$ cat src/rtl/core/csrms_pkg.sv
// csrms_pkg: shared widths, constants and types for the column sum / RMS block.
// Used by csrms_front, csrms_queue, csrms_back and column_sum_or_rms.
package csrms_pkg;

    localparam int C_SAMPLE_W  = 16;
    localparam int C_SUM_W     = 28;
    localparam int C_SQ_W      = 43;
    localparam int C_CNT_W     = 13;
    localparam int C_COL_W     = 12;
    localparam int C_POWER_W   = 28;
    localparam int C_OUT_W     = C_COL_W + C_POWER_W;

    localparam int C_MAX_ROWS  = 4096;
    localparam int C_MAX_COLS  = 4096;

    // 8 fraction bits on the root means 16 fraction bits under the root
    localparam int C_FRAC2_W   = 16;
    localparam int C_SQ_SPLIT  = 22;
    localparam int C_MAG_W     = C_SUM_W;
    localparam int C_MAGSQ_W   = 2 * C_MAG_W;
    localparam int C_DEN_W     = 2 * C_CNT_W;
    localparam int C_PLO_W     = C_CNT_W + C_SQ_SPLIT;
    localparam int C_PHI_W     = C_CNT_W + C_SQ_W - C_SQ_SPLIT;
    localparam int C_NSQ_W     = C_CNT_W + C_SQ_W;
    localparam int C_NUM_W     = C_NSQ_W + C_FRAC2_W;
    localparam int C_X_W       = 48;
    localparam int C_ROOT_W    = C_X_W / 2;
    localparam int C_SREM_W    = C_ROOT_W + 4;
    localparam int C_STEP_W    = 7;

    typedef struct packed {
        logic [C_COL_W-1:0]        col;
        logic                      mode;
        logic signed [C_SUM_W-1:0] sum;
        logic [C_SQ_W-1:0]         sumsq;
        logic [C_CNT_W-1:0]        cnt;
    } t_col_entry;

    typedef struct packed {
        logic not_empty;
        logic full;
    } t_q_status;

endpackage

$ cat src/rtl/core/csrms_queue.sv
// csrms_queue: two-entry queue of finished column records between front and back.
// Uses csrms_pkg.
module csrms_queue import csrms_pkg::*; (
    input  logic       i_clk,
    input  logic       i_rst_n,
    input  logic       i_push,
    input  t_col_entry i_entry,
    input  logic       i_pop,
    output t_q_status  o_status,
    output t_col_entry o_head
);

    t_col_entry r_mem [2];
    logic       r_wr;
    logic       r_rd;
    logic [1:0] r_fill;

    assign o_status.full      = r_fill[1];
    assign o_status.not_empty = (r_fill != 2'd0);
    assign o_head             = r_mem[r_rd];

    always_ff @(posedge i_clk) begin
        if (i_push) begin
            r_mem[r_wr] <= i_entry;
        end
    end

    always_ff @(posedge i_clk) begin
        if (!i_rst_n) begin
            r_wr   <= 1'b0;
            r_rd   <= 1'b0;
            r_fill <= 2'd0;
        end else begin
            if (i_push) begin
                r_wr <= !r_wr;
            end
            if (i_pop) begin
                r_rd <= !r_rd;
            end
            case ({i_push, i_pop})
                2'b10:   r_fill <= r_fill + 2'd1;
                2'b01:   r_fill <= r_fill - 2'd1;
                default: r_fill <= r_fill;
            endcase
        end
    end

endmodule

$ cat config.mk
export PLATFORM = sky130hd
export DESIGN_NAME = csrms_queue
export DESIGN_NICKNAME = d
export VERILOG_FILES = /design/src/rtl/core/csrms_pkg.sv /design/src/rtl/core/csrms_queue.sv
export SDC_FILE = /design/constraint.sdc
export NUM_CORES = 1
export LEC_CHECK = 0
export BUFFER_PORTS_ARGS = -buffer_cell sky130_fd_sc_hd__clkbuf_2
export CAP_MARGIN = 15
export CORE_MARGIN = 8
export CORE_UTILIZATION = 47
export DETAILED_ROUTE_END_ITERATION = 7
export PLACE_DENSITY = 0.76
export SLEW_MARGIN = 20
export SYNTH_ARGS = -nofsm -noshare
export SYNTH_HDL_FRONTEND = slang
export SYNTH_SLANG_ARGS = --single-unit
$ cat constraint.sdc
create_clock -name i_clk -period 5.1 [get_ports i_clk]
set_clock_uncertainty 0.05 [all_clocks]
set_input_delay 0.255 -clock i_clk [delete_from_list [all_inputs] [get_ports i_clk]]
set_output_delay 0.255 -clock i_clk [all_outputs]
set_load 0.03 [all_outputs]
== Word-level counts from Yosys, hierarchy flattened ==
Memories as Yosys holds them, arrays and structs flattened. A register that Yosys moved wholly into a read port is not among the register bits.
Cells that the tools add are included.

* Logic and storage cells: 17
* Bits in writable memories: 194
* Register bits: 4
* Output and inout bits: 99
* Memories: 1

{| class="wikitable"
|+ Memory list
! memory !! depth !! bits a word !! rd ports !! clocked after memory_dff !! write ports !! line !! text
|-
| r_mem || 2 || 97 || 1 || 1 || 1 || csrms_queue.sv:13 || <nowiki>t_col_entry r_mem [2];</nowiki>
|}

* Mux-type cells: 5
* Equality and inequality tests: 2
* Reductions and logical operators: 4
* $add $sub $neg: 2

{| class="wikitable"
|+ Operators with widths
! operator !! count
|-
| 1-bit two-way mux || 4
|-
| 2-bit case mux with 2 select lines || 1
|-
| 2-bit nonzero test || 2
|-
| 2-bit by 1-bit adder with 2-bit output, second input constant || 1
|-
| 2-bit by 1-bit equality test with 1-bit output, second input constant || 1
|-
| 2-bit equality test, second input constant || 1
|-
| 1-bit logical NOT || 2
|-
| 2-bit by 1-bit subtractor with 2-bit output, second input constant || 1
|}

== Logic depth before layout (Yosys ltp) ==
* Depth after elaboration: 3
* Mapped depth: 5

== Worst setup path before layout ==
OpenSTA, ideal clock, no wires.

* Path type: input-to-reg
* Start point: input i_push
* End point: memory r_mem[0][0] (netlist bit) (enable)
* Required time: 4.492 ns
* Arrival: 4.408 ns
* Buffers on the path: 0
* Stages on the path: 2
* Setup slack: 0.084 ns
* Setup time: 0.558 ns
* Path through: inv_1 nor2_1

* Word-level cells in the longest chain between the ends: 2

{| class="wikitable"
|+ RTL lines
! what !! line !! text
|-
| start: declaration || csrms_queue.sv:6 || <nowiki>input logic i_push,</nowiki>
|-
| 1-bit two-way mux || csrms_queue.sv:23 || <nowiki>if (i_push) begin</nowiki>
|-
| 1-bit two-way mux (not written as such) || csrms_queue.sv:24 || <nowiki>r_mem[r_wr] <= i_entry;</nowiki>
|-
| end: declaration || csrms_queue.sv:13 ||
|}

No other way between the ends.

==> metrics.txt <==
die area 19900 um2; Initial Util around half; top routing layer in use met4; Logic pwr share 14.7%; library cells used by synthesis 19; Pins Over Slew Limit 0; gr ovfl total 0; Yosys reg bits 199; VDD IR max 0.220 mV; I/O pin count 200; FMAX approximately 340 MHz; via/cell ratio between 4 and 5; Core ar. 15200 um2; GPL Wtd Cong 0.720; cts repair resizes 0; DRC Markers 0; Overall Global Routing Usage 15.3%; Final Cycle Share 57.2%; wire per inst 18.1 um; Clock power frac between 30% and 40%; Setup Buffers After CTS 0; CP required about 4800 ps; TritonCTS buffer count 17; most common cell after layout, fill and taps aside clkbuf_2; number of DRC markers in iteration 0 202; Layout Cells excl Fill 832; CTS H-tree lvls 4; final WL about 15 mm; worst r2r src r_wr$_SDFFE_PN0P_; count of final setup violators 0; WHS Endpoint r_wr$_SDFFE_PN0P_; clk slew on worst S/H paths ~60 ps; worst reg2reg endpoint r_mem[1][2]$_DFFE_PP_; Arrival @ worst endpoint 2610 ps; die width 141 um; vias 4029; die height between 100 and 150 um; Clock Sinks just under 200; Leak Pwr 3.91 nW; Root Buffer clkbuf_16; CTS tree done; I/O Buffers around 200; antenna violations before repair 2; Synth Warn # 0; Seq pwr share 51.9%; global-route wire length before repair ~23 mm; Max-Cap Viols 0; Pwr per Cell Area 371 nW/um2; drt pass-1 iters 4; post-synthesis area per instance about 23 um2; RSZ-0062 raised after global routing false; Post-Place Cells 703; startpoint types flip-flop; Worst Path Max Fanout 71; DP Area 8520 um2; Mapped Area about 7300 um2; share of post-route cells with drive strength above 1 51.2%; Worst-Skew Late Latency roughly 420 ps; Pwr Total ~3.7 mW; CP Capture Type output port; M1 WL 6.12 mm; largest net degree at the start of global routing 72; Slew HR approximately a third; Final TNS setup 0 ps; Reg2Reg Depth 2; Met2 Wirelength 7.48 mm; WS Path Type reg2out; vias in the first global route 4488; Final Hold Vio Count 0; met3 WL post-DR 1.11 mm; sw frac 24.0%; DP Wirelength between 9 and 10 mm; internal power 2.83 mW; ANT nets after route 0; post-synthesis sequential area ratio 80.8%; hold path cells 2; min-delay src i_rst_n; Clock Path Buffers 2; final-stage net count approximately 730; most frequent cells in the layout clkbuf_2, edfxtp_1, dlygate4sd3_1, mux2_2, mux2_4; NetSw 0.894 mW; flop-to-flop setup slack 2950 ps; Std-Cell Rows 45; Post-Syn Nets 426; Slew @ Worst Pin 1020 ps; area growth from synthesis to layout 36.8%; cell count after synthesis 324; min cycle time layout ~3000 ps; Hold Path Class in2reg; status complete, no violations; post-route cell area approximately 10000 um2
## flip-flops by register name (all words and copies together), names as in the netlist, named ones only
register	cells
r_fill	2
r_mem	194
r_rd	1
r_wr	1
## power groups by stage
stage | Clock, mW | Sequential [mW] | Combinational, mW
4_1_cts | 1.28 | 1.93 | 0.550
5_1_grt | 1.34 | 1.94 | 0.580
6_report | 1.25 | 1.93 | 0.548
2_1_floorplan | 0 | 1.95 | 0.361
3_3_place_gp | 0 | 1.97 | 0.481
3_5_place_dp | 0 | 1.97 | 0.489
## layout make-up
cell class	instances	area [um2]
diodes	2	5.00
inverters	1	3.75
fillers	1046	5170
multi-input cells	112	1320
clock inverters	10	108
well taps	188	235
repair buffers	300	2000
clock buffers	20	437
flip-flops and latches	199	5930
## how the worst max path moves through the flow
stage / startpoint / to / slack, ps / depth (start not counted)
after global routing: flip-flop / o_head[88] / 2020 / 3
after CTS: flip-flop / o_head[86] / 2140 / 3
after detailed placement: flip-flop / o_head[86] / 2600 / 3
final: flip-flop / o_head[86] / 2180 / 3
after floorplan: i_push / r_mem[0][0]$_DFFE_PP_ / 80 / 2
after global placement: flip-flop / o_head[91] / 2650 / 3
## metrics by stage
| stage | worst slack (ps) | util [%] | hold slack, ps |
|---|---|---|---|
| floorplan | 84.1 | - | 304 |
| global placement | 2650 | 56.0 | 393 |
| detailed placement | 2600 | 56.0 | 398 |
| CTS | 2140 | 65.9 | 7.66 |
| global route | 2020 | 66.0 | 54.4 |
| finish | 2180 | 66.0 | 52.3 |
## worst max-delay path, cell delays in order (launching register included)
cell and delay [ps]:
dfxtp_4 1020, buf_4 550, mux2_2 400, clkbuf_2 190
## cell usage after synthesis
cell	number	area (um2)
mux2_4	30	450
xnor2_1	2	17.5
or3_1	1	6.26
buf_2	6	30.0
nor2_1	1	3.75
o21a_1	1	7.51
buf_4	1	7.51
and2_1	4	25.0
inv_1	1	3.75
o21ai_0	1	5.00
xor2_1	1	8.76
a21boi_1	1	7.51
or2_2	1	6.26
ha_1	1	12.5
dfxtp_1	5	100
buf_6	5	56.3
edfxtp_1	194	5830
nor2b_1	1	6.26
mux2_2	67	754
## what timing repair did
action	4_1_cts	5_1_grt
endpoints found under the setup margin	0	0
hold endpoints to repair	192	2
hold buffers	96	1
## per-layer routing
| metal | GRT usage, % | vias to the layer above |
|---|---|---|
| met3 | 6.45 | 27 |
| met2 | 25.0 | 153 |
| met5 | 0 | - |
| li1 | - | 1893 |
| met1 | 17.4 | 1956 |
| met4 | 6.62 | 0 |
## logic make-up (layout without fill, tap and decap cells)
logic type / Yosys count / in the layout / synth area share (%)
other: 0 / 2 / 0
xor gates and xnor gates: 3 / 3 / 0.358
DFF: 199 / 199 / 80.8
and+or+nand+nor: 8 / 8 / 0.648
adders and majority gates: 1 / 1 / 0.171
muxes: 97 / 97 / 16.4
buffers and inverters: 13 / 331 / 1.33
AOI/OAI and AO/OA: 3 / 3 / 0.273
Note: power is estimated with default switching activity, not from simulation.
