===== src/rtl/core/csrms_pkg.sv =====
// csrms_pkg: shared widths, constants and types for the column sum / RMS block.
// Used by csrms_front, csrms_queue, csrms_back and column_sum_or_rms.
package csrms_pkg;

    localparam int C_SAMPLE_W  = 16;
    localparam int C_SUM_W     = 28;
    localparam int C_SQ_W      = 43;
    localparam int C_CNT_W     = 13;
    localparam int C_COL_W     = 12;
    localparam int C_POWER_W   = 28;
    localparam int C_OUT_W     = C_COL_W + C_POWER_W;

    localparam int C_MAX_ROWS  = 4096;
    localparam int C_MAX_COLS  = 4096;

    // 8 fraction bits on the root means 16 fraction bits under the root
    localparam int C_FRAC2_W   = 16;
    localparam int C_SQ_SPLIT  = 22;
    localparam int C_MAG_W     = C_SUM_W;
    localparam int C_MAGSQ_W   = 2 * C_MAG_W;
    localparam int C_DEN_W     = 2 * C_CNT_W;
    localparam int C_PLO_W     = C_CNT_W + C_SQ_SPLIT;
    localparam int C_PHI_W     = C_CNT_W + C_SQ_W - C_SQ_SPLIT;
    localparam int C_NSQ_W     = C_CNT_W + C_SQ_W;
    localparam int C_NUM_W     = C_NSQ_W + C_FRAC2_W;
    localparam int C_X_W       = 48;
    localparam int C_ROOT_W    = C_X_W / 2;
    localparam int C_SREM_W    = C_ROOT_W + 4;
    localparam int C_STEP_W    = 7;

    typedef struct packed {
        logic [C_COL_W-1:0]        col;
        logic                      mode;
        logic signed [C_SUM_W-1:0] sum;
        logic [C_SQ_W-1:0]         sumsq;
        logic [C_CNT_W-1:0]        cnt;
    } t_col_entry;

    typedef struct packed {
        logic not_empty;
        logic full;
    } t_q_status;

endpackage


===== src/rtl/core/csrms_back.sv =====
// csrms_back: turns a column record into the result beat: the sum directly, or
// the RMS through multiply, restoring divide and digit-by-digit square root.
// Uses csrms_pkg.
module csrms_back import csrms_pkg::*; (
    input  logic               i_clk,
    input  logic               i_rst_n,
    input  t_q_status          i_q_status,
    input  t_col_entry         i_head,
    output logic               o_pop,
    output logic               o_tvalid,
    input  logic               i_tready,
    output logic [C_OUT_W-1:0] o_tdata
);

    typedef enum logic [2:0] {
        ST_IDLE,
        ST_MUL,
        ST_ADD,
        ST_SUB,
        ST_DIV,
        ST_SQRT,
        ST_OUT
    } t_state;

    t_state                    r_state;
    logic                      r_out_valid;
    logic [C_OUT_W-1:0]        r_out_data;
    logic [C_COL_W-1:0]        r_col;
    logic signed [C_SUM_W-1:0] r_sum;
    logic [C_SQ_W-1:0]         r_sumsq;
    logic [C_CNT_W-1:0]        r_cnt;
    logic [C_MAGSQ_W-1:0]      r_sq;
    logic [C_PLO_W-1:0]        r_plo;
    logic [C_PHI_W-1:0]        r_phi;
    logic [C_DEN_W-1:0]        r_den;
    logic [C_NSQ_W-1:0]        r_nsq;
    logic [C_NUM_W-1:0]        r_num;
    logic [C_DEN_W-1:0]        r_rem;
    logic [C_X_W-1:0]          r_quo;
    logic [C_SREM_W-1:0]       r_srem;
    logic [C_ROOT_W-1:0]       r_root;
    logic [C_STEP_W-1:0]       r_step;
    logic [C_POWER_W-1:0]      r_res;

    logic [C_MAG_W-1:0]        w_mag;
    logic [C_DEN_W:0]          w_div_rem;
    logic                      w_div_ge;
    logic [C_DEN_W:0]          w_div_sub;
    logic [C_SREM_W-1:0]       w_sq_rem;
    logic [C_SREM_W-1:0]       w_trial;
    logic                      w_sq_ge;
    logic [C_ROOT_W-1:0]       n_root;

    assign w_mag     = r_sum[C_SUM_W-1] ? C_MAG_W'(-r_sum) : C_MAG_W'(r_sum);

    // one quotient bit per cycle
    assign w_div_rem = {r_rem, r_num[C_NUM_W-1]};
    assign w_div_ge  = (w_div_rem >= (C_DEN_W+1)'(r_den));
    assign w_div_sub = w_div_rem - (C_DEN_W+1)'(r_den);

    // one root bit per cycle, two radicand bits brought down
    assign w_sq_rem  = {r_srem[C_SREM_W-3:0], r_quo[C_X_W-1 -: 2]};
    assign w_trial   = {2'b00, r_root, 2'b01};
    assign w_sq_ge   = (w_sq_rem >= w_trial);
    assign n_root    = {r_root[C_ROOT_W-2:0], w_sq_ge};

    assign o_pop    = (r_state == ST_IDLE) && i_q_status.not_empty;
    assign o_tvalid = r_out_valid;
    assign o_tdata  = r_out_data;

    always_ff @(posedge i_clk) begin
        if (!i_rst_n) begin
            r_state     <= ST_IDLE;
            r_out_valid <= 1'b0;
        end else begin
            // ST_OUT reloads the output register itself
            if (r_out_valid && i_tready && (r_state != ST_OUT)) begin
                r_out_valid <= 1'b0;
            end
            unique case (r_state)
                ST_IDLE: begin
                    if (i_q_status.not_empty) begin
                        r_col   <= i_head.col;
                        r_sum   <= i_head.sum;
                        r_sumsq <= i_head.sumsq;
                        r_cnt   <= i_head.cnt;
                        r_res   <= C_POWER_W'(i_head.sum);
                        r_state <= i_head.mode ? ST_MUL : ST_OUT;
                    end
                end
                ST_MUL: begin
                    r_sq  <= w_mag * w_mag;
                    r_plo <= r_cnt * r_sumsq[C_SQ_SPLIT-1:0];
                    r_phi <= r_cnt * r_sumsq[C_SQ_W-1:C_SQ_SPLIT];
                    r_den <= r_cnt * r_cnt;
                    r_state <= ST_ADD;
                end
                ST_ADD: begin
                    r_nsq   <= (C_NSQ_W'(r_phi) << C_SQ_SPLIT) + C_NSQ_W'(r_plo);
                    r_state <= ST_SUB;
                end
                ST_SUB: begin
                    // non-positive variance, and a zero count, give zero
                    if (C_MAGSQ_W'(r_nsq) <= r_sq) begin
                        r_res   <= '0;
                        r_state <= ST_OUT;
                    end else begin
                        r_num   <= {r_nsq - C_NSQ_W'(r_sq), {C_FRAC2_W{1'b0}}};
                        r_rem   <= '0;
                        r_quo   <= '0;
                        r_step  <= C_STEP_W'(C_NUM_W - 1);
                        r_state <= ST_DIV;
                    end
                end
                ST_DIV: begin
                    r_num <= r_num << 1;
                    r_quo <= {r_quo[C_X_W-2:0], w_div_ge};
                    r_rem <= w_div_ge ? w_div_sub[C_DEN_W-1:0] : w_div_rem[C_DEN_W-1:0];
                    if (r_step == '0) begin
                        r_srem  <= '0;
                        r_root  <= '0;
                        r_step  <= C_STEP_W'(C_ROOT_W - 1);
                        r_state <= ST_SQRT;
                    end else begin
                        r_step <= r_step - C_STEP_W'(1);
                    end
                end
                ST_SQRT: begin
                    r_quo  <= r_quo << 2;
                    r_root <= n_root;
                    r_srem <= w_sq_ge ? w_sq_rem - w_trial : w_sq_rem;
                    if (r_step == '0) begin
                        r_res   <= C_POWER_W'(n_root);
                        r_state <= ST_OUT;
                    end else begin
                        r_step <= r_step - C_STEP_W'(1);
                    end
                end
                ST_OUT: begin
                    if (!r_out_valid || i_tready) begin
                        r_out_valid <= 1'b1;
                        r_out_data  <= {r_res, r_col};
                        r_state     <= ST_IDLE;
                    end
                end
                default: begin
                    r_state <= ST_IDLE;
                end
            endcase
        end
    end

endmodule


===== config.mk =====
export PLATFORM = sky130hd
export DESIGN_NAME = csrms_back
export DESIGN_NICKNAME = d
export VERILOG_FILES = /design/src/rtl/core/csrms_pkg.sv /design/src/rtl/core/csrms_back.sv
export SDC_FILE = /design/constraint.sdc
export NUM_CORES = 2
export LEC_CHECK = 0
export ABC_CLOCK_PERIOD_IN_PS = 26200
export BUFFER_PORTS_ARGS = -buffer_cell sky130_fd_sc_hd__buf_2
export CORE_MARGIN = 2
export CORE_UTILIZATION = 30
export CTS_CLUSTER_DIAMETER = 30
export DETAILED_ROUTE_END_ITERATION = 8
export SLEW_MARGIN = 5
export SYNTH_ARGS = -nofsm -noshare
export SYNTH_HDL_FRONTEND = slang
export SYNTH_SLANG_ARGS = --single-unit

===== constraint.sdc =====
create_clock -name i_clk -period 26.2 [get_ports i_clk]
set_input_delay 1.31 -clock i_clk [delete_from_list [all_inputs] [get_ports i_clk]]
set_output_delay 1.31 -clock i_clk [all_outputs]
set_load 0.01 [all_outputs]

Word-level counts from Yosys, hierarchy flattened
Index checks and enable logic that the tools add are counted.
{ "op_classes": {"addsub": 6, "multipliers": 4, "magnitude_cmp": 3, "eq_ne": 14, "n_mux": 31, "reduce_logical": 21} }
{ "op_table": {"columns": ["operator", "n"], "rows": [
  ["48-bit case mux with 3 select lines", 1],
  ["72-bit case mux with 2 select lines", 1],
  ["28-bit 2-to-1 mux", 4],
  ["26-bit 2-to-1 mux", 4],
  ["26-bit case mux with 2 select lines", 2],
  ["28-bit case mux with 3 select lines", 1],
  ["72-bit 2-to-1 mux", 1],
  ["56-bit by 35-bit adder with 56-bit output", 1],
  ["56-bit less-or-equal comparator", 1],
  ["28-bit by 28-bit multiplier with 56-bit output", 1],
  ["56-bit subtractor", 1],
  ["26-bit subtractor", 2],
  ["48-bit 2-to-1 mux", 1],
  ["24-bit case mux with 2 select lines", 1],
  ["13-bit by 22-bit multiplier with 35-bit output", 1],
  ["13-bit by 21-bit multiplier with 34-bit output", 1],
  ["28-bit by 26-bit greater-or-equal comparator with 1-bit output", 1],
  ["28-bit negation", 1],
  ["27-bit by 26-bit greater-or-equal comparator with 1-bit output", 1],
  ["13-bit by 13-bit multiplier with 26-bit output", 1],
  ["24-bit 2-to-1 mux", 1],
  ["7-bit 2-to-1 mux", 3],
  ["3-bit case mux with 7 select lines", 1],
  ["7-bit case mux with 3 select lines", 1],
  ["other kinds (20)", 45]
]} }
{ "totals": {"regBits": 578, "in_bits": 102, "out_inout_bits": 42, "word_cells": 98} }

Depth between registers and ports, before layout
{ "depth": {"ltp_word": 5, "depth_mapped": 39, "depth_no_buf": 35} }

Worst setup path before layout
Ideal clock, no wire load.
{ "synth_timing": {"kind": "in2reg", "from": "input i_rst_n", "to": "register r_den[0], enable pin", "setup_ns": 1.029, "arrival_time_ns": 15.349, "required_time_ns": 25.171, "slack_ns": 9.822, "cell_stages": 1, "path_buffers": 0, "path_cell_list": "nor4bb_1"} }
{ "synth_between": {"elab_chain_cells": 1} }
{ "synth_lines": {"columns": ["element", "line", "rtl"], "rows": [
  ["from (decl)", "csrms_back.sv:6", "input logic i_rst_n,"],
  ["2-bit AND reduction (no line)", null, null],
  ["to (signal assigned)", "csrms_back.sv:95", "r_den <= r_cnt * r_cnt;"],
  ["to (decl)", "csrms_back.sv:35", "logic [C_DEN_W-1:0] r_den;"]
]} }
Every way passes these cells.
A chain may end at the register's enable or synchronous reset.

Worst setup path after layout
{ "layout_timing": {"from": "register r_sum[2]", "to": "register r_sq[48], data pin"} }
{ "layout_between": {"elab_chain_cells": 3} }
{ "layout_lines": {"columns": ["element", "line", "rtl"], "rows": [
  ["from (decl)", "csrms_back.sv:29", "logic signed [C_SUM_W-1:0] r_sum;"],
  ["from (signal assigned)", "csrms_back.sv:84", "r_sum <= i_head.sum;"],
  ["28-bit negation", "csrms_back.sv:54", "assign w_mag = r_sum[C_SUM_W-1] ? C_MAG_W'(-r_sum) : C_MAG_W'(r_sum);"],
  ["28-bit 2-to-1 mux (*)", "csrms_back.sv:54", null],
  ["28-bit by 28-bit multiplier with 56-bit output (*)", "csrms_back.sv:92", "r_sq <= w_mag * w_mag;"],
  ["to (signal assigned)", "csrms_back.sv:92", null],
  ["to (decl)", "csrms_back.sv:32", "logic [C_MAGSQ_W-1:0] r_sq;"]
]} }
Mark *: on every way between the ends. The rest lies on a longest branch, timed or not.

==> metrics.csv <==
metric,value,unit
outcome,"finished, final reports clean",
Slew Limit Fails,0,
drt drc,0,
Final #Nets,8924,
ys flop type,edfxtp_1,
yosys synthesis warning count,0,
RSZ-0062 raised after global routing,false,
Die ar.,238000,sq um
CORE AREA,233000,sq um
global route overflow,0,
most frequent cells in the layout,"inv_1, fa_1, nand2_1",
Critical-path top delay cell,clkinv_1,
postcts setup bufs,0,
"commonest non-fill, non-tap cell in the layout",inv_1,
clk root buf,clkbuf_16,
GRT Util Overall,14.8,%
CTS tree,yes,
Seq cells post-synth,560,
CP Capture Type,flip-flop,
Clock Skew,61.5,ps
Area Overhead vs Synth,11.0,%
DRT iter0 DRCs,2891,
worst-margin pin slew,1160,ps
startpoint types,flip-flop,
hold buffers post-CTS,0,
DR vias/cell,4.72,
Setup TNS Final,0,ps
CTS Sinks,560,
post-synth top area cell,fa_1,
largest net degree at the start of global routing,84,
H-tree depth,3,
DIE WIDTH,488,um
DR WL/cell,16.8,um
post-cts sizing count,0,
crit path max fanout,17,
Tightest Hold Check Type,reg2reg,
routed wire length,173,mm
final hold vios,0,
Synth top area share,32.3,%
Cells after Synth,7049,
via count,48500,
final worst path period share,41.6,%
RePlAce Congestion,0.874,
Post-synth EDFFs,556,
Placed Instances,10100,
"Clk pin slew, worst setup/hold paths",60,ps
Syn Std Cell Area,70200,sq um
Tmin final,10910,ps
final number of setup-violating endpoints,0,
vias in the first global route,52500,
post-DP HPWL,134,mm
CP arrival,11390,ps
Rel. slew slack,22.2,%
first-pass detailed-route iteration total,8,
CP max stage delay,830,ps
"Seq/Total Area, Yosys",23.9,%
row count,177,
Unique masters post-synth,101,
Max Cap Viol,0,
I/O pins,144,
CP Data Required Time,26680,ps
clock latency at the later pin of the worst-skew pair,750,ps
initial core utilization,30.2,%
Avg Inst Size Synth,9.95,sq um
CP most frequent cell,fa_1,
CTS Buf Count,98,
initial antenna violation count,1,
ranking of synthesized cells by area,"fa_1, edfxtp_1, ha_1",
async set-reset flop share out of synthesis,0,%
Layout Cells excl Fill,10300,
WS Path Type,reg2reg,
layout cells sized above 1,6.49,%
fmax,0.0917,GHz
first-pass GRT wire length,282,mm
I/O Buffers,142,
antenna-violating nets left,0,
Max clock buf depth,3,
Die Height,488,um
## cell type report
class                           count  area, sq um
Timing Repair Buffer              212         1240
Multi-Input combinational cell   4681        46700
Tap cell                         3043         3810
Fill cell                       23700       155000
Antenna cell                        1         2.50
Sequential cell                   560        16800
Clock buffer                      100         2460
Clock inverter                     84          988
Inverter                         1576         5920
## synthesized netlist by cell type, drive strengths merged (27+ instances only)
library cell  instances
edfxtp              556
xnor2               179
clkbuf              225
ha                  561
fa                 1132
buf                  27
nor2b                38
nand3                57
nand2b               36
and2                258
nor3                 42
xor2                111
o21a                 32
inv                1570
nor2                409
nand2               796
a21o                136
nand4                31
o21bai               38
a22o                 46
and3                 33
o21ai               156
a211oi               33
a21oi               268
## path summary, 6_finish.rpt
check                              start  cells after the start  slack (ps)          to
worst max register to register  r_sum[2]                     32       15290    r_sq[48]
worst max-delay path            r_sum[2]                     32       15290    r_sq[48]
worst min-delay path            r_col[6]                      0         380  o_tdata[6]
worst min register to register  r_col[6]                      0         380  o_tdata[6]
## registers in the layout, indices dropped and copies added (netlist names)
| signal | count |
|---|---|
| r_cnt | 13 |
| o_tdata | 40 |
| o_tvalid | 1 |
| r_rem | 26 |
| r_step | 7 |
| r_root | 24 |
| r_state | 3 |
| r_sq | 55 |
| r_quo | 48 |
| r_srem | 26 |
| r_plo | 35 |
| r_den | 25 |
| r_phi | 34 |
| r_nsq | 56 |
| r_sumsq | 43 |
| r_col | 12 |
| r_sum | 28 |
| r_num | 56 |
| r_res | 28 |
## worst max-delay path, delay by kind of cell, from the launching register on
family	cells	cell delay (ps)
adders and majority gates	8	3940
AOI/OAI and AO/OA	10	2860
and+or+nand+nor	5	1560
buffers and inverters	7	1450
DFF	1	510
xor gates and xnor gates	2	310
## cell families after synthesis
logic type / share of synthesized area, %
buf+inv: 9.85
simple gates: 11.5
fa+ha+maj: 42.3
compound gates: 8.36
flops: 23.9
xor+xnor: 3.65
mux: 0.375
other cells: 0.0107
## per-stage QoR
step	utilization, %	hold WS [ps]	setup slack, ps	instance area [sq um]
2_1_floorplan	-	400	9820	70200
3_3_place_gp	32.0	401	15460	74400
3_5_place_dp	32.0	405	15440	74400
4_1_cts	33.5	392	15400	77900
5_1_grt	33.5	403	14750	77900
6_report	33.5	384	15290	77900
## metal layers
| layer | vias to the layer above | GRT usage, % | share of wire (%) |
|---|---|---|---|
| met5 | - | 0 | 0 |
| met4 | 0 | 4.72 | 2.8 |
| met3 | 264 | 2.02 | 5.2 |
| met2 | 1221 | 25.3 | 49 |
| met1 | 24600 | 19.4 | 43 |
| li1 | 22300 | - | - |
Power is not shown: default switching activity piles up to over one toggle a cycle in this logic, so the estimate is an artifact.
