## config.mk

```make
export PLATFORM = sky130hd
export DESIGN_NAME = csrms_front
export DESIGN_NICKNAME = d
export VERILOG_FILES = /design/src/rtl/core/csrms_pkg.sv /design/src/rtl/core/csrms_front.sv
export SDC_FILE = /design/constraint.sdc
export NUM_CORES = 1
export LEC_CHECK = 0
export ABC_AREA = 1
export BUFFER_PORTS_ARGS = -buffer_cell sky130_fd_sc_hd__buf_2
export CORE_MARGIN = 5
export CORE_UTILIZATION = 64
export DETAILED_ROUTE_END_ITERATION = 16
export PLACE_DENSITY = 0.94
export SYNTH_ARGS = -nofsm -noshare
export SYNTH_HDL_FRONTEND = slang
export SYNTH_SLANG_ARGS = --single-unit
```

## constraint.sdc

```tcl
create_clock -name i_clk -period 17.34 [get_ports i_clk]
set_clock_uncertainty 0.1 [all_clocks]
set_input_delay 4.335 -clock i_clk [delete_from_list [all_inputs] [get_ports i_clk]]
set_output_delay 4.335 -clock i_clk [all_outputs]
set_load 0.1 [all_outputs]
```

## src/rtl/core/csrms_pkg.sv

```systemverilog
// csrms_pkg: shared widths, constants and types for the column sum / RMS block.
// Used by csrms_front, csrms_queue, csrms_back and column_sum_or_rms.
package csrms_pkg;

    localparam int C_SAMPLE_W  = 16;
    localparam int C_SUM_W     = 28;
    localparam int C_SQ_W      = 43;
    localparam int C_CNT_W     = 13;
    localparam int C_COL_W     = 12;
    localparam int C_POWER_W   = 28;
    localparam int C_OUT_W     = C_COL_W + C_POWER_W;

    localparam int C_MAX_ROWS  = 4096;
    localparam int C_MAX_COLS  = 4096;

    // 8 fraction bits on the root means 16 fraction bits under the root
    localparam int C_FRAC2_W   = 16;
    localparam int C_SQ_SPLIT  = 22;
    localparam int C_MAG_W     = C_SUM_W;
    localparam int C_MAGSQ_W   = 2 * C_MAG_W;
    localparam int C_DEN_W     = 2 * C_CNT_W;
    localparam int C_PLO_W     = C_CNT_W + C_SQ_SPLIT;
    localparam int C_PHI_W     = C_CNT_W + C_SQ_W - C_SQ_SPLIT;
    localparam int C_NSQ_W     = C_CNT_W + C_SQ_W;
    localparam int C_NUM_W     = C_NSQ_W + C_FRAC2_W;
    localparam int C_X_W       = 48;
    localparam int C_ROOT_W    = C_X_W / 2;
    localparam int C_SREM_W    = C_ROOT_W + 4;
    localparam int C_STEP_W    = 7;

    typedef struct packed {
        logic [C_COL_W-1:0]        col;
        logic                      mode;
        logic signed [C_SUM_W-1:0] sum;
        logic [C_SQ_W-1:0]         sumsq;
        logic [C_CNT_W-1:0]        cnt;
    } t_col_entry;

    typedef struct packed {
        logic not_empty;
        logic full;
    } t_q_status;

endpackage

```

## src/rtl/core/csrms_front.sv

```systemverilog
// csrms_front: takes sample beats, accumulates sum, sum of squares and count,
// and pushes one column record at the end of each column. Uses csrms_pkg.
module csrms_front import csrms_pkg::*; (
    input  logic                         i_clk,
    input  logic                         i_rst_n,
    input  logic                         i_cfg_we,
    input  logic                         i_cfg_wdata,
    input  logic                         i_valid,
    input  logic signed [C_SAMPLE_W-1:0] i_sample,
    input  logic                         i_last,
    input  t_q_status                    i_q_status,
    output logic                         o_ready,
    output logic                         o_push,
    output t_col_entry                   o_entry
);

    logic                        r_mode;
    logic signed [C_SUM_W-1:0]   r_sum;
    logic [C_SQ_W-1:0]           r_sumsq;
    logic [C_CNT_W-1:0]          r_cnt;
    logic [C_COL_W-1:0]          r_col;

    logic signed [2*C_SAMPLE_W-1:0] w_sq;
    logic                           w_take;
    logic                           w_acc;
    logic signed [C_SUM_W-1:0]      n_sum;
    logic [C_SQ_W-1:0]              n_sumsq;
    logic [C_CNT_W-1:0]             n_cnt;
    logic [C_COL_W-1:0]             n_col;

    assign o_ready = !i_q_status.full;
    assign w_take  = i_valid && o_ready;
    assign w_acc   = (32'(r_cnt) < C_MAX_ROWS);
    assign w_sq    = i_sample * i_sample;

    // past the row limit samples are dropped, the flagged one too
    assign n_sum   = w_acc ? r_sum + C_SUM_W'(i_sample) : r_sum;
    assign n_sumsq = w_acc ? r_sumsq + C_SQ_W'($unsigned(w_sq)) : r_sumsq;
    assign n_cnt   = w_acc ? r_cnt + C_CNT_W'(1) : r_cnt;
    assign n_col   = (32'(r_col) + 1 >= C_MAX_COLS) ? '0 : r_col + C_COL_W'(1);

    assign o_push        = w_take && i_last;
    assign o_entry.col   = r_col;
    assign o_entry.mode  = r_mode;
    assign o_entry.sum   = n_sum;
    assign o_entry.sumsq = n_sumsq;
    assign o_entry.cnt   = n_cnt;

    always_ff @(posedge i_clk) begin
        if (!i_rst_n) begin
            r_mode  <= 1'b0;
            r_sum   <= '0;
            r_sumsq <= '0;
            r_cnt   <= '0;
            r_col   <= '0;
        end else begin
            if (i_cfg_we) begin
                r_mode <= i_cfg_wdata;
            end
            if (w_take) begin
                if (i_last) begin
                    r_sum   <= '0;
                    r_sumsq <= '0;
                    r_cnt   <= '0;
                    r_col   <= n_col;
                end else begin
                    r_sum   <= n_sum;
                    r_sumsq <= n_sumsq;
                    r_cnt   <= n_cnt;
                end
            end
        end
    end

endmodule

```

Word level (Yosys, flattened, before mapping)
Cells that the tools add are included.
{"block": "totals", "word_cells": 24, "out_inout_bits": 99, "reg_bits": 97, "inputBits": 24}
{"block": "op_classes", "n_mux": 7, "reduce_logical": 4, "multipliers": 1, "add_sub_neg": 5, "magnitude_cmp": 2}
{"cell": "$mux 43", "count": 2}
{"cell": "$mux 28", "count": 2}
{"cell": "$add 43x32->43", "count": 1}
{"cell": "$mul 16x16->32", "count": 1}
{"cell": "$add 28x16->28", "count": 1}
{"cell": "$mux 13", "count": 2}
{"cell": "$add 12x1->13 const B", "count": 1}
{"cell": "$add 13x1->13 const B", "count": 1}
{"cell": "$ge 13x13->1 const B", "count": 1}
{"cell": "$lt 13x13->1 const B", "count": 1}
{"cell": "$add 12x1->12 const B", "count": 1}
{"cell": "$mux 12", "count": 1}
{"cell": "$logic_and 1x1->1", "count": 2}
{"cell": "$reduce_and 2->1", "count": 1}
{"cell": "$logic_not 1->1", "count": 1}

Logic depth before layout (Yosys ltp)
Gate-level depths: netlist of run 1.
{"block": "logic_depth", "word_depth": 4, "depth_mapped": 40, "mapped_depth_nobuf": 39}

Worst setup path after synthesis of run 1
OpenSTA, ideal clock, no wires.
{"block": "synth_path", "path_type": "input to output", "startpoint": "in i_sample[1]", "endpoint": "out o_entry[49] (netlist name)", "stages": 34, "arrival_time_ns": 11.511, "slack_ns": 1.394, "t_required_ns": 12.905, "path_buffers": 2, "cell_sequence": "clkbuf_1 -> clkbuf_1 -> nand2_1 -> inv_1 -> fa_1 -> inv_1 -> fa_1 -> inv_1 -> fa_1 -> fa_1 -> fa_1 -> inv_1 -> fa_1 -> inv_1 -> ha_1 -> nand2_1 -> nor2_1 -> inv_1 -> nor3_1 -> nand3_1 -> nand3_1 -> a21oi_1 -> xnor2_1 -> ha_1 -> nand2_1 -> inv_1 -> nand2_1 -> nor4_4 -> nand2_2 -> nand2_4 -> nand2_1 -> nand2_1 -> nand2_1 -> inv_1"}
{"item": "start: declaration", "line_no": "csrms_front.sv:9", "source": "input logic signed [C_SAMPLE_W-1:0] i_sample,"}
{"item": "end: declaration", "line_no": "csrms_front.sv:14", "source": "output t_col_entry o_entry"}

==> results of run 1 <==
==> worst paths after layout <==
| path | endpoint | startpoint |
|---|---|---|
| max | o_entry[46] | i_sample[15] |
| min | r_sumsq[18] | r_sumsq[18] |
| max reg2reg | r_sum[13] | r_cnt[12] |
| min reg2reg | r_sumsq[18] | r_sumsq[18] |
==> final cells by class <==
type	instances	area, um^2	area share (%)
multi-input cells	1981	14300	70.4
inverters	686	2580	12.7
flip-flops and latches	97	1940	9.54
repair buffers	133	696	3.42
well taps	390	488	2.40
clock buffers	9	225	1.11
clock inverters	7	93.8	0.461
diodes	1	2.50	0.0123
==> kinds of logic (layout without fill, tap and decap cells) <==
kind of cell / after synthesis / after routing / synth area share (%)
xor+xnor: 68 / 68 / 3.11
simple gates: 1245 / 1245 / 28.6
compound gates: 276 / 276 / 8.13
flops: 97 / 97 / 10.1
fa+ha+maj: 388 / 388 / 34.7
buf+inv: 762 / 835 / 15.1
other cells: 0 / 1 / 0
mux: 4 / 4 / 0.209
==> registers in the layout, summed over array words and instances, names as in the netlist <==
register,flops
r_cnt,13
r_col,12
r_sum,28
r_sumsq,43
r_mode,1
==> layout by cell type, fill, tap and decap left out, types with 8 or more instances in the layout <==
| master | n |
|---|---|
| a21oi_2 | 12 |
| o21ai_0 | 41 |
| ha_1 | 149 |
| nand2_2 | 43 |
| nand3b_1 | 10 |
| fa_1 | 239 |
| buf_4 | 12 |
| a21oi_1 | 164 |
| nand4_1 | 25 |
| buf_2 | 121 |
| nor3_2 | 8 |
| nand2_1 | 783 |
| or2_2 | 25 |
| o21bai_1 | 13 |
| inv_2 | 22 |
| xor2_1 | 34 |
| inv_1 | 660 |
| nor2_4 | 10 |
| xnor2_1 | 34 |
| clkbuf_16 | 9 |
| nor2_2 | 15 |
| dfxtp_1 | 97 |
| nand3_2 | 16 |
| nor3_1 | 21 |
| o21ai_1 | 14 |
| nand3_1 | 145 |
| nor2_1 | 127 |
==> worst register-to-register path, stage by stage, from the launching register on <==
cell and delay (ns):
dfxtp_1 0.33, buf_4 0.36, clkinv_2 0.63, buf_4 0.59, or2_2 0.40, nand2_1 0.08
inv_2 0.04, nand2_1 0.05, a21oi_1 0.07
==> layer usage <==
layer | vias up | global-route usage, %
li1 | 8685 | -
met1 | 8659 | 40.2
met2 | 726 | 55.6
met3 | 157 | 4.76
met4 | 0 | 11.8
met5 | - | 0
==> per-stage QoR <==
| step | setup slack [ns] | cell area [um^2] | instances |
|---|---|---|---|
| after floorplan | 1.39 | 19200 | 2840 |
| after global placement | 0.802 | 20000 | 3287 |
| after detailed placement | 0.670 | 20000 | 3287 |
| after CTS | 0.638 | 20400 | 3303 |
| after global routing | 0.170 | 20400 | 3304 |
| final | 0.531 | 20400 | 3304 |
==> flow_metrics.py, run 1 <==
metrics = {
    "cts": {
        "cts-resized-gates": 0,
        "cts_buffers": 9,
        "cts_setup_buffers": 0,
        "cts.sinks": 97,
        "cts.clk_slew.worst_paths_ns": 0.09,
        "clock_path_buffers": 2,
        "clk_latency_ns": 0.37,
        "cts_hold_buf": 0,
        "cts_tree": "done",
        "htree_levels": 3,
        "cts-root-buf": "clkbuf_16",
    },
    "job": {
        "maxCapViolCount": 0,
    },
    "synth": {
        "synth.most_common_cell": "nand2_1",
        "yosys.area.top_type": "fa_1",
        "synth.cell_area_um2": 19200,
        "netlist.area_leader.share_pct": 25.0,
        "synth_common_cells": "nand2_1, inv_1, fa_1, a21oi_1, ha_1",
        "async_flop_share_pct": 0,
        "synth_ff_type": "dfxtp_1",
        "syn_nets": 3252,
        "avgSynthCellArea_um2": 6.75,
        "ys_types": 54,
        "ys_seq_area_share_pct": 10.1,
        "netlist_instances": 2840,
        "synth-edff-count": 0,
        "yosys-top-cells-area": "fa_1, nand2_1, inv_1, dfxtp_1, ha_1",
        "synth_warnings": 0,
        "synth-seq-cells": 97,
    },
    "drt": {
        "drc": 0,
        "firstDrtPassIters": 6,
        "drtIter0Drc": 1608,
        "via_per_inst": 5.52,
        "ant_nets": 0,
        "met1_length_mm": 21.1,
        "routed-wl-met3_mm": 3.74,
        "drt_wl_total_mm": 53.0,
        "vias": 18227,
        "route.met2.wl_mm": 26.1,
        "wl_per_cell_um": 16.1,
        "highest_layer": "met4",
    },
    "global_route": {
        "antenna_found_initial": 1,
        "grt_max_degree": 87,
        "grt-ovfl-total": 0,
        "grt_pass1_wl_mm": 88.0,
        "globalRouteTotalUtil_pct": 31.9,
        "grt_pass1_vias": 18534,
    },
    "layout": {
        "area_growth_pct": 6.19,
        "drive_gt1_share_pct": 10.6,
        "fin_util_pct": 68.7,
        "fillerInstances": 2506,
        "nets": 3320,
    },
    "sta": {
        "max_freq_ghz": 0.0595,
        "tns_ns": 0,
        "period_minus_slack_ns": 16.81,
        "slew_viol_final": 0,
        "slew_headroom_pct": 30.6,
        "setup_viol": 0,
        "fin_crit_sh_pct": 96.9,
        "rsz0062_at_grt": "no",
        "holdWs_ns": 0.388,
        "hold_viol": 0,
        "worst_pin_slew_ns": 1.04,
    },
    "worst_setup_path": {
        "crit_path_end_kind": "primary output",
        "slowest_delay_ns": 0.70,
        "reg2reg_setup_slack_ns": 14.55,
        "path_class": "in -> out",
        "worstSetupStartpointType": "primary input",
        "critPathBufInv": 9,
        "critPathRequiredTime_ns": 12.90,
        "cp.depth": 31,
        "path_max_fanout": 17,
        "crit_family": "adder cells",
        "reg2reg_depth": 8,
        "crit_arrival_ns": 12.37,
        "cpMaxStageDelayCell": "fa_1",
    },
    "placement": {
        "dpl.hpwl_mm": 43.8,
        "place_congestion": 0.996,
        "io_buffers": 121,
    },
    "worst_hold_path": {
        "holdPathStages": 2,
        "min_path_type": "reg -> reg",
    },
    "floorplan": {
        "chipHeight_um": 183,
        "placementRows": 63,
        "io_pins": 123,
        "dieArea_um2": 33500,
        "die_x_um": 183,
        "core_area_um2": 29600,
        "start_util_pct": 64.7,
    },
    "run_status": {
        "status": "complete, no violations",
    },
}
Power of run 1 is not shown: default switching activity piles up to over one toggle a cycle in this logic, so the estimate is an artifact.
==> run 2: changes to the inputs <==
Settings changed: BUFFER_PORTS_ARGS -buffer_cell sky130_fd_sc_hd__buf_2 to default, CORE_UTILIZATION 64 to 65, CTS_CLUSTER_SIZE from default to 8, DONT_BUFFER_PORTS from default to 1, PLACE_DENSITY 0.94 to 0.92.
==> flow_metrics.py, run 2 (same netlist as run 1, synthesis figures left out) <==
metrics = {
    "worst_setup_path": {
        "slowest_delay_ns": 0.61,
        "crit_family": "adder cells",
        "reg2reg_setup_slack_ns": 14.04,
        "reg2reg_depth": 9,
        "worstSetupStartpointType": "primary input",
        "critPathRequiredTime_ns": 12.90,
        "cp.depth": 31,
        "path_class": "in -> out",
        "r2r_start": "r_cnt[12]",
        "critPathCapture": "o_entry[49]",
        "worstReg2RegEnd": "r_sumsq[41]",
        "cpMaxStageDelayCell": "inv_1",
        "cp_common_cell": "fa_1",
        "path_max_fanout": 35,
        "worstSetupStartpoint": "i_sample[15]",
        "crit_arrival_ns": 12.21,
        "critPathBufInv": 5,
        "crit_path_end_kind": "primary output",
    },
    "sta": {
        "slew_headroom_pct": 23.3,
        "hold_viol": 0,
        "rsz0062_at_grt": "no",
        "setup_viol": 0,
        "fin_crit_sh_pct": 96.0,
        "tns_ns": 0,
        "slew_viol_final": 0,
        "period_minus_slack_ns": 16.65,
        "worst_pin_slew_ns": 1.15,
        "max_freq_ghz": 0.0601,
    },
    "layout": {
        "final_cell_mix": "nand2_1, inv_1, fa_1",
        "regArea_um2": 1940,
        "fillerInstances": 2434,
        "reg_top3": "r_sumsq (43), r_sum (28), r_cnt (13)",
        "largest_reg_flops": 43,
        "final_common_cell": "nand2_1",
        "area_growth_pct": 3.53,
        "top_register": "r_sumsq",
        "drive_gt1_share_pct": 7.33,
        "n_antenna_cell": 0,
        "nets": 3204,
        "multi_input_comb_area_um2": 14400,
    },
    "cts": {
        "cts_buffers": 9,
        "htree_levels": 3,
        "cts.sinks": 97,
        "cts_tree": "done",
        "cts.clk_slew.worst_paths_ns": 0.08,
        "cts_setup_buffers": 0,
        "cts-root-buf": "clkbuf_16",
        "clk_latency_ns": 0.37,
        "clock_path_buffers": 2,
        "cts-resized-gates": 0,
        "cts_hold_buf": 0,
    },
    "worst_hold_path": {
        "hp-start": "r_sumsq[42]",
        "min_path_type": "reg -> reg",
    },
    "placement": {
        "io_buffers": 0,
        "dpl.hpwl_mm": 43.0,
        "place_congestion": 1.01,
    },
    "floorplan": {
        "die_x_um": 182,
        "dieArea_um2": 33000,
        "core_area_um2": 28900,
        "placementRows": 62,
        "start_util_pct": 66.3,
        "io_pins": 123,
        "chipHeight_um": 182,
    },
    "global_route": {
        "antenna_found_initial": 0,
        "grt_pass1_vias": 18014,
        "grt_pass1_wl_mm": 86.2,
        "globalRouteTotalUtil_pct": 31.4,
        "grt-ovfl-total": 0,
        "grt_max_degree": 87,
    },
    "drt": {
        "drt_wl_total_mm": 52.0,
        "drc": 0,
        "drtIter0Drc": 1299,
        "firstDrtPassIters": 6,
        "ant_nets": 0,
        "vias": 17735,
        "wl_per_cell_um": 16.3,
        "via_per_inst": 5.58,
    },
    "job": {
        "maxCapViolCount": 0,
    },
    "run_status": {
        "status": "complete, no violations",
    },
}
[run 2: cell count changes in the layout (fill, tap and decap cells not counted), sizes merged]
cell | previous run | this run
buf | 133 | 17
inv | 685 | 687
diode | 1 | 0
clkinv | 8 | 6
[run 2: metrics by stage]
step / std cells / area [um^2] / setup WS, ns / hold WS, ns / util [%]
2_1_floorplan: 2840 / 19200 / 1.39 / 0.357 / -
3_3_place_gp: 3165 / 19500 / 0.951 / 0.364 / 67.5
3_5_place_dp: 3165 / 19500 / 0.822 / 0.372 / 67.5
4_1_cts: 3181 / 19800 / 0.799 / 0.385 / 68.6
5_1_grt: 3181 / 19800 / 0.243 / 0.407 / 68.6
6_report: 3181 / 19800 / 0.693 / 0.384 / 68.6
[run 2: worst min-delay path by stage]
| stage | to | cells after the start | slack (ns) |
|---|---|---|---|
| 6_report | r_sumsq[42] | 2 | 0.38 |
| 5_1_grt | r_sum[22] | 2 | 0.41 |
| 2_1_floorplan | r_sum[11] | 2 | 0.36 |
| 3_3_place_gp | r_sum[13] | 2 | 0.36 |
| 4_1_cts | r_sumsq[42] | 2 | 0.39 |
| 3_5_place_dp | r_sumsq[42] | 2 | 0.37 |
[run 2: layer usage]
layer / GRT usage, % / wire length [um] / vias up
met1: 40.3 / 20900 / 8351
met4: 12.6 / 2180 / 0
li1: - / - / 8446
met3: 5.26 / 4050 / 180
met2: 53.1 / 24800 / 758
met5: 0 / 0 / -
[run 2: cell type report]
cell class	count	area share (%)
multi-input combinational	1981	72.6
sequential	97	9.78
inverter	686	13.0
timing repair buffer	17	0.643
clock inverter	7	0.448
clock buffer	9	1.13
tap	384	2.42
[run 2: worst register-to-register path, cell delays in order, from the launching register on]
cell,delay [ns]
dfxtp_1,0.32
clkinv_2,0.42
buf_4,0.75
nand2_1,0.20
nor4_1,0.35
nand2_1,0.09
nand2_1,0.06
nand2_1,0.55
nand2_1,0.25
a21oi_2,0.06
Power of run 2 is left out for the same reason.
==> run 3: changes to the inputs <==
Settings changed: CORE_UTILIZATION 65 to 42, PLACE_DENSITY 0.92 to 0.67.
==> flow_metrics.py, run 3 (same netlist as run 1, synthesis figures left out) <==
metrics = {
    "floorplan": {
        "die_x_um": 224,
        "placementRows": 78,
        "core_area_um2": 45300,
        "io_pins": 123,
        "start_util_pct": 42.3,
        "dieArea_um2": 50000,
        "chipHeight_um": 224,
    },
    "run_status": {
        "status": "complete, no violations",
    },
    "layout": {
        "fillerInstances": 4796,
        "final_cell_mix": "nand2_1, inv_1, fa_1",
        "design_area_um2": 20200,
        "nets": 3213,
        "final_common_cell": "nand2_1",
        "top_register": "r_sumsq",
        "n_antenna_cell": 0,
        "area_growth_pct": 5.24,
        "drive_gt1_share_pct": 7.63,
        "reg_top3": "r_sumsq (43), r_sum (28), r_cnt (13)",
        "largest_reg_flops": 43,
    },
    "cts": {
        "cts.sinks": 97,
        "htree_levels": 3,
        "cts.clk_slew.worst_paths_ns": 0.08,
        "cts_hold_buf": 0,
        "cts-root-buf": "clkbuf_16",
        "clock_path_buffers": 2,
        "cts-resized-gates": 0,
        "clk_latency_ns": 0.37,
        "cts_setup_buffers": 0,
        "cts_buffers": 9,
        "cts_tree": "done",
    },
    "placement": {
        "place_congestion": 0.943,
        "pre_cts_slack_ns": 0.958,
        "dpl-instance-area_um2": 19900,
        "dpl.hpwl_mm": 41.6,
        "io_buffers": 0,
    },
    "drt": {
        "drtIter0Drc": 1193,
        "ant_nets": 0,
        "vias": 16561,
        "wl_per_cell_um": 14.8,
        "firstDrtPassIters": 5,
        "drt_wl_total_mm": 50.6,
        "drc": 0,
        "via_per_inst": 4.86,
    },
    "sta": {
        "fin_crit_sh_pct": 94.9,
        "hold_viol": 0,
        "slew_headroom_pct": 23.6,
        "rsz0062_at_grt": "no",
        "slew_viol_final": 0,
        "tns_ns": 0,
        "timing.final.ws_setup_ns": 0.892,
        "setup_viol": 0,
        "max_freq_ghz": 0.0608,
        "worst_pin_slew_ns": 1.15,
        "period_minus_slack_ns": 16.45,
    },
    "worst_setup_path": {
        "path_class": "in -> out",
        "crit_path_end_kind": "primary output",
        "crit_family": "adder cells",
        "cpMaxStageDelayCell": "nand2_1",
        "worstSetupStartpointType": "primary input",
        "critPathRequiredTime_ns": 12.90,
        "path_max_fanout": 35,
        "critPathBufInv": 7,
        "worstSetupStartpoint": "i_sample[15]",
        "slowest_delay_ns": 0.72,
        "r2r_start": "r_sum[0]",
        "crit_arrival_ns": 12.01,
    },
    "global_route": {
        "grt_pass1_wl_mm": 84.2,
        "antenna_found_initial": 0,
        "grt_pass1_vias": 16062,
        "globalRouteTotalUtil_pct": 20.4,
        "grt-ovfl-total": 0,
        "grt_max_degree": 95,
    },
    "worst_hold_path": {
        "hp-start": "r_sumsq[39]",
        "min_path_type": "reg -> reg",
    },
    "job": {
        "maxCapViolCount": 0,
    },
}
[run 3: routing by layer]
metal | share of wire (%) | up-vias | wire (um) | global-route usage, %
li1 | - | 8462 | - | -
met1 | 47 | 7682 | 23600 | 29.1
met2 | 46 | 353 | 23200 | 33.2
met3 | 5.3 | 64 | 2660 | 3.05
met4 | 2.3 | 0 | 1170 | 4.60
met5 | 0 | - | 0 | 0
[run 3: worst paths after layout]
check / to / slack, ns / depth (start not counted)
setup / recovery: o_entry[50] / 0.89 / 30
setup reg to reg: r_sum[14] / 14.23 / 13
hold / removal: r_sumsq[39] / 0.38 / 2
hold reg to reg: r_sumsq[39] / 0.38 / 2
[run 3: layout make-up]
cell class | instances | area, um^2 | area share [%]
sequential | 97 | 1940 | 9.62
clock inverter | 7 | 71.3 | 0.353
tap | 600 | 751 | 3.72
clock buffer | 9 | 225 | 1.12
inverter | 686 | 2580 | 12.8
timing repair buffer | 26 | 195 | 0.967
multi-input combinational | 1981 | 14400 | 71.4
[run 3: stage by stage]
step           cells  util (%)  hold slack [ns]
5_1_grt         3406      44.6            0.409
2_1_floorplan   2840         -            0.357
3_3_place_gp    3390      43.9            0.372
6_report        3406      44.6            0.385
4_1_cts         3406      44.6            0.387
3_5_place_dp    3390      43.9            0.375
[run 3: tightest hold or removal path, stage by stage, from the launching register on]
cell and delay, ns:
dfxtp_1 0.33, nand2_1 0.06, a21oi_1 0.05
Power of run 3 is left out for the same reason.
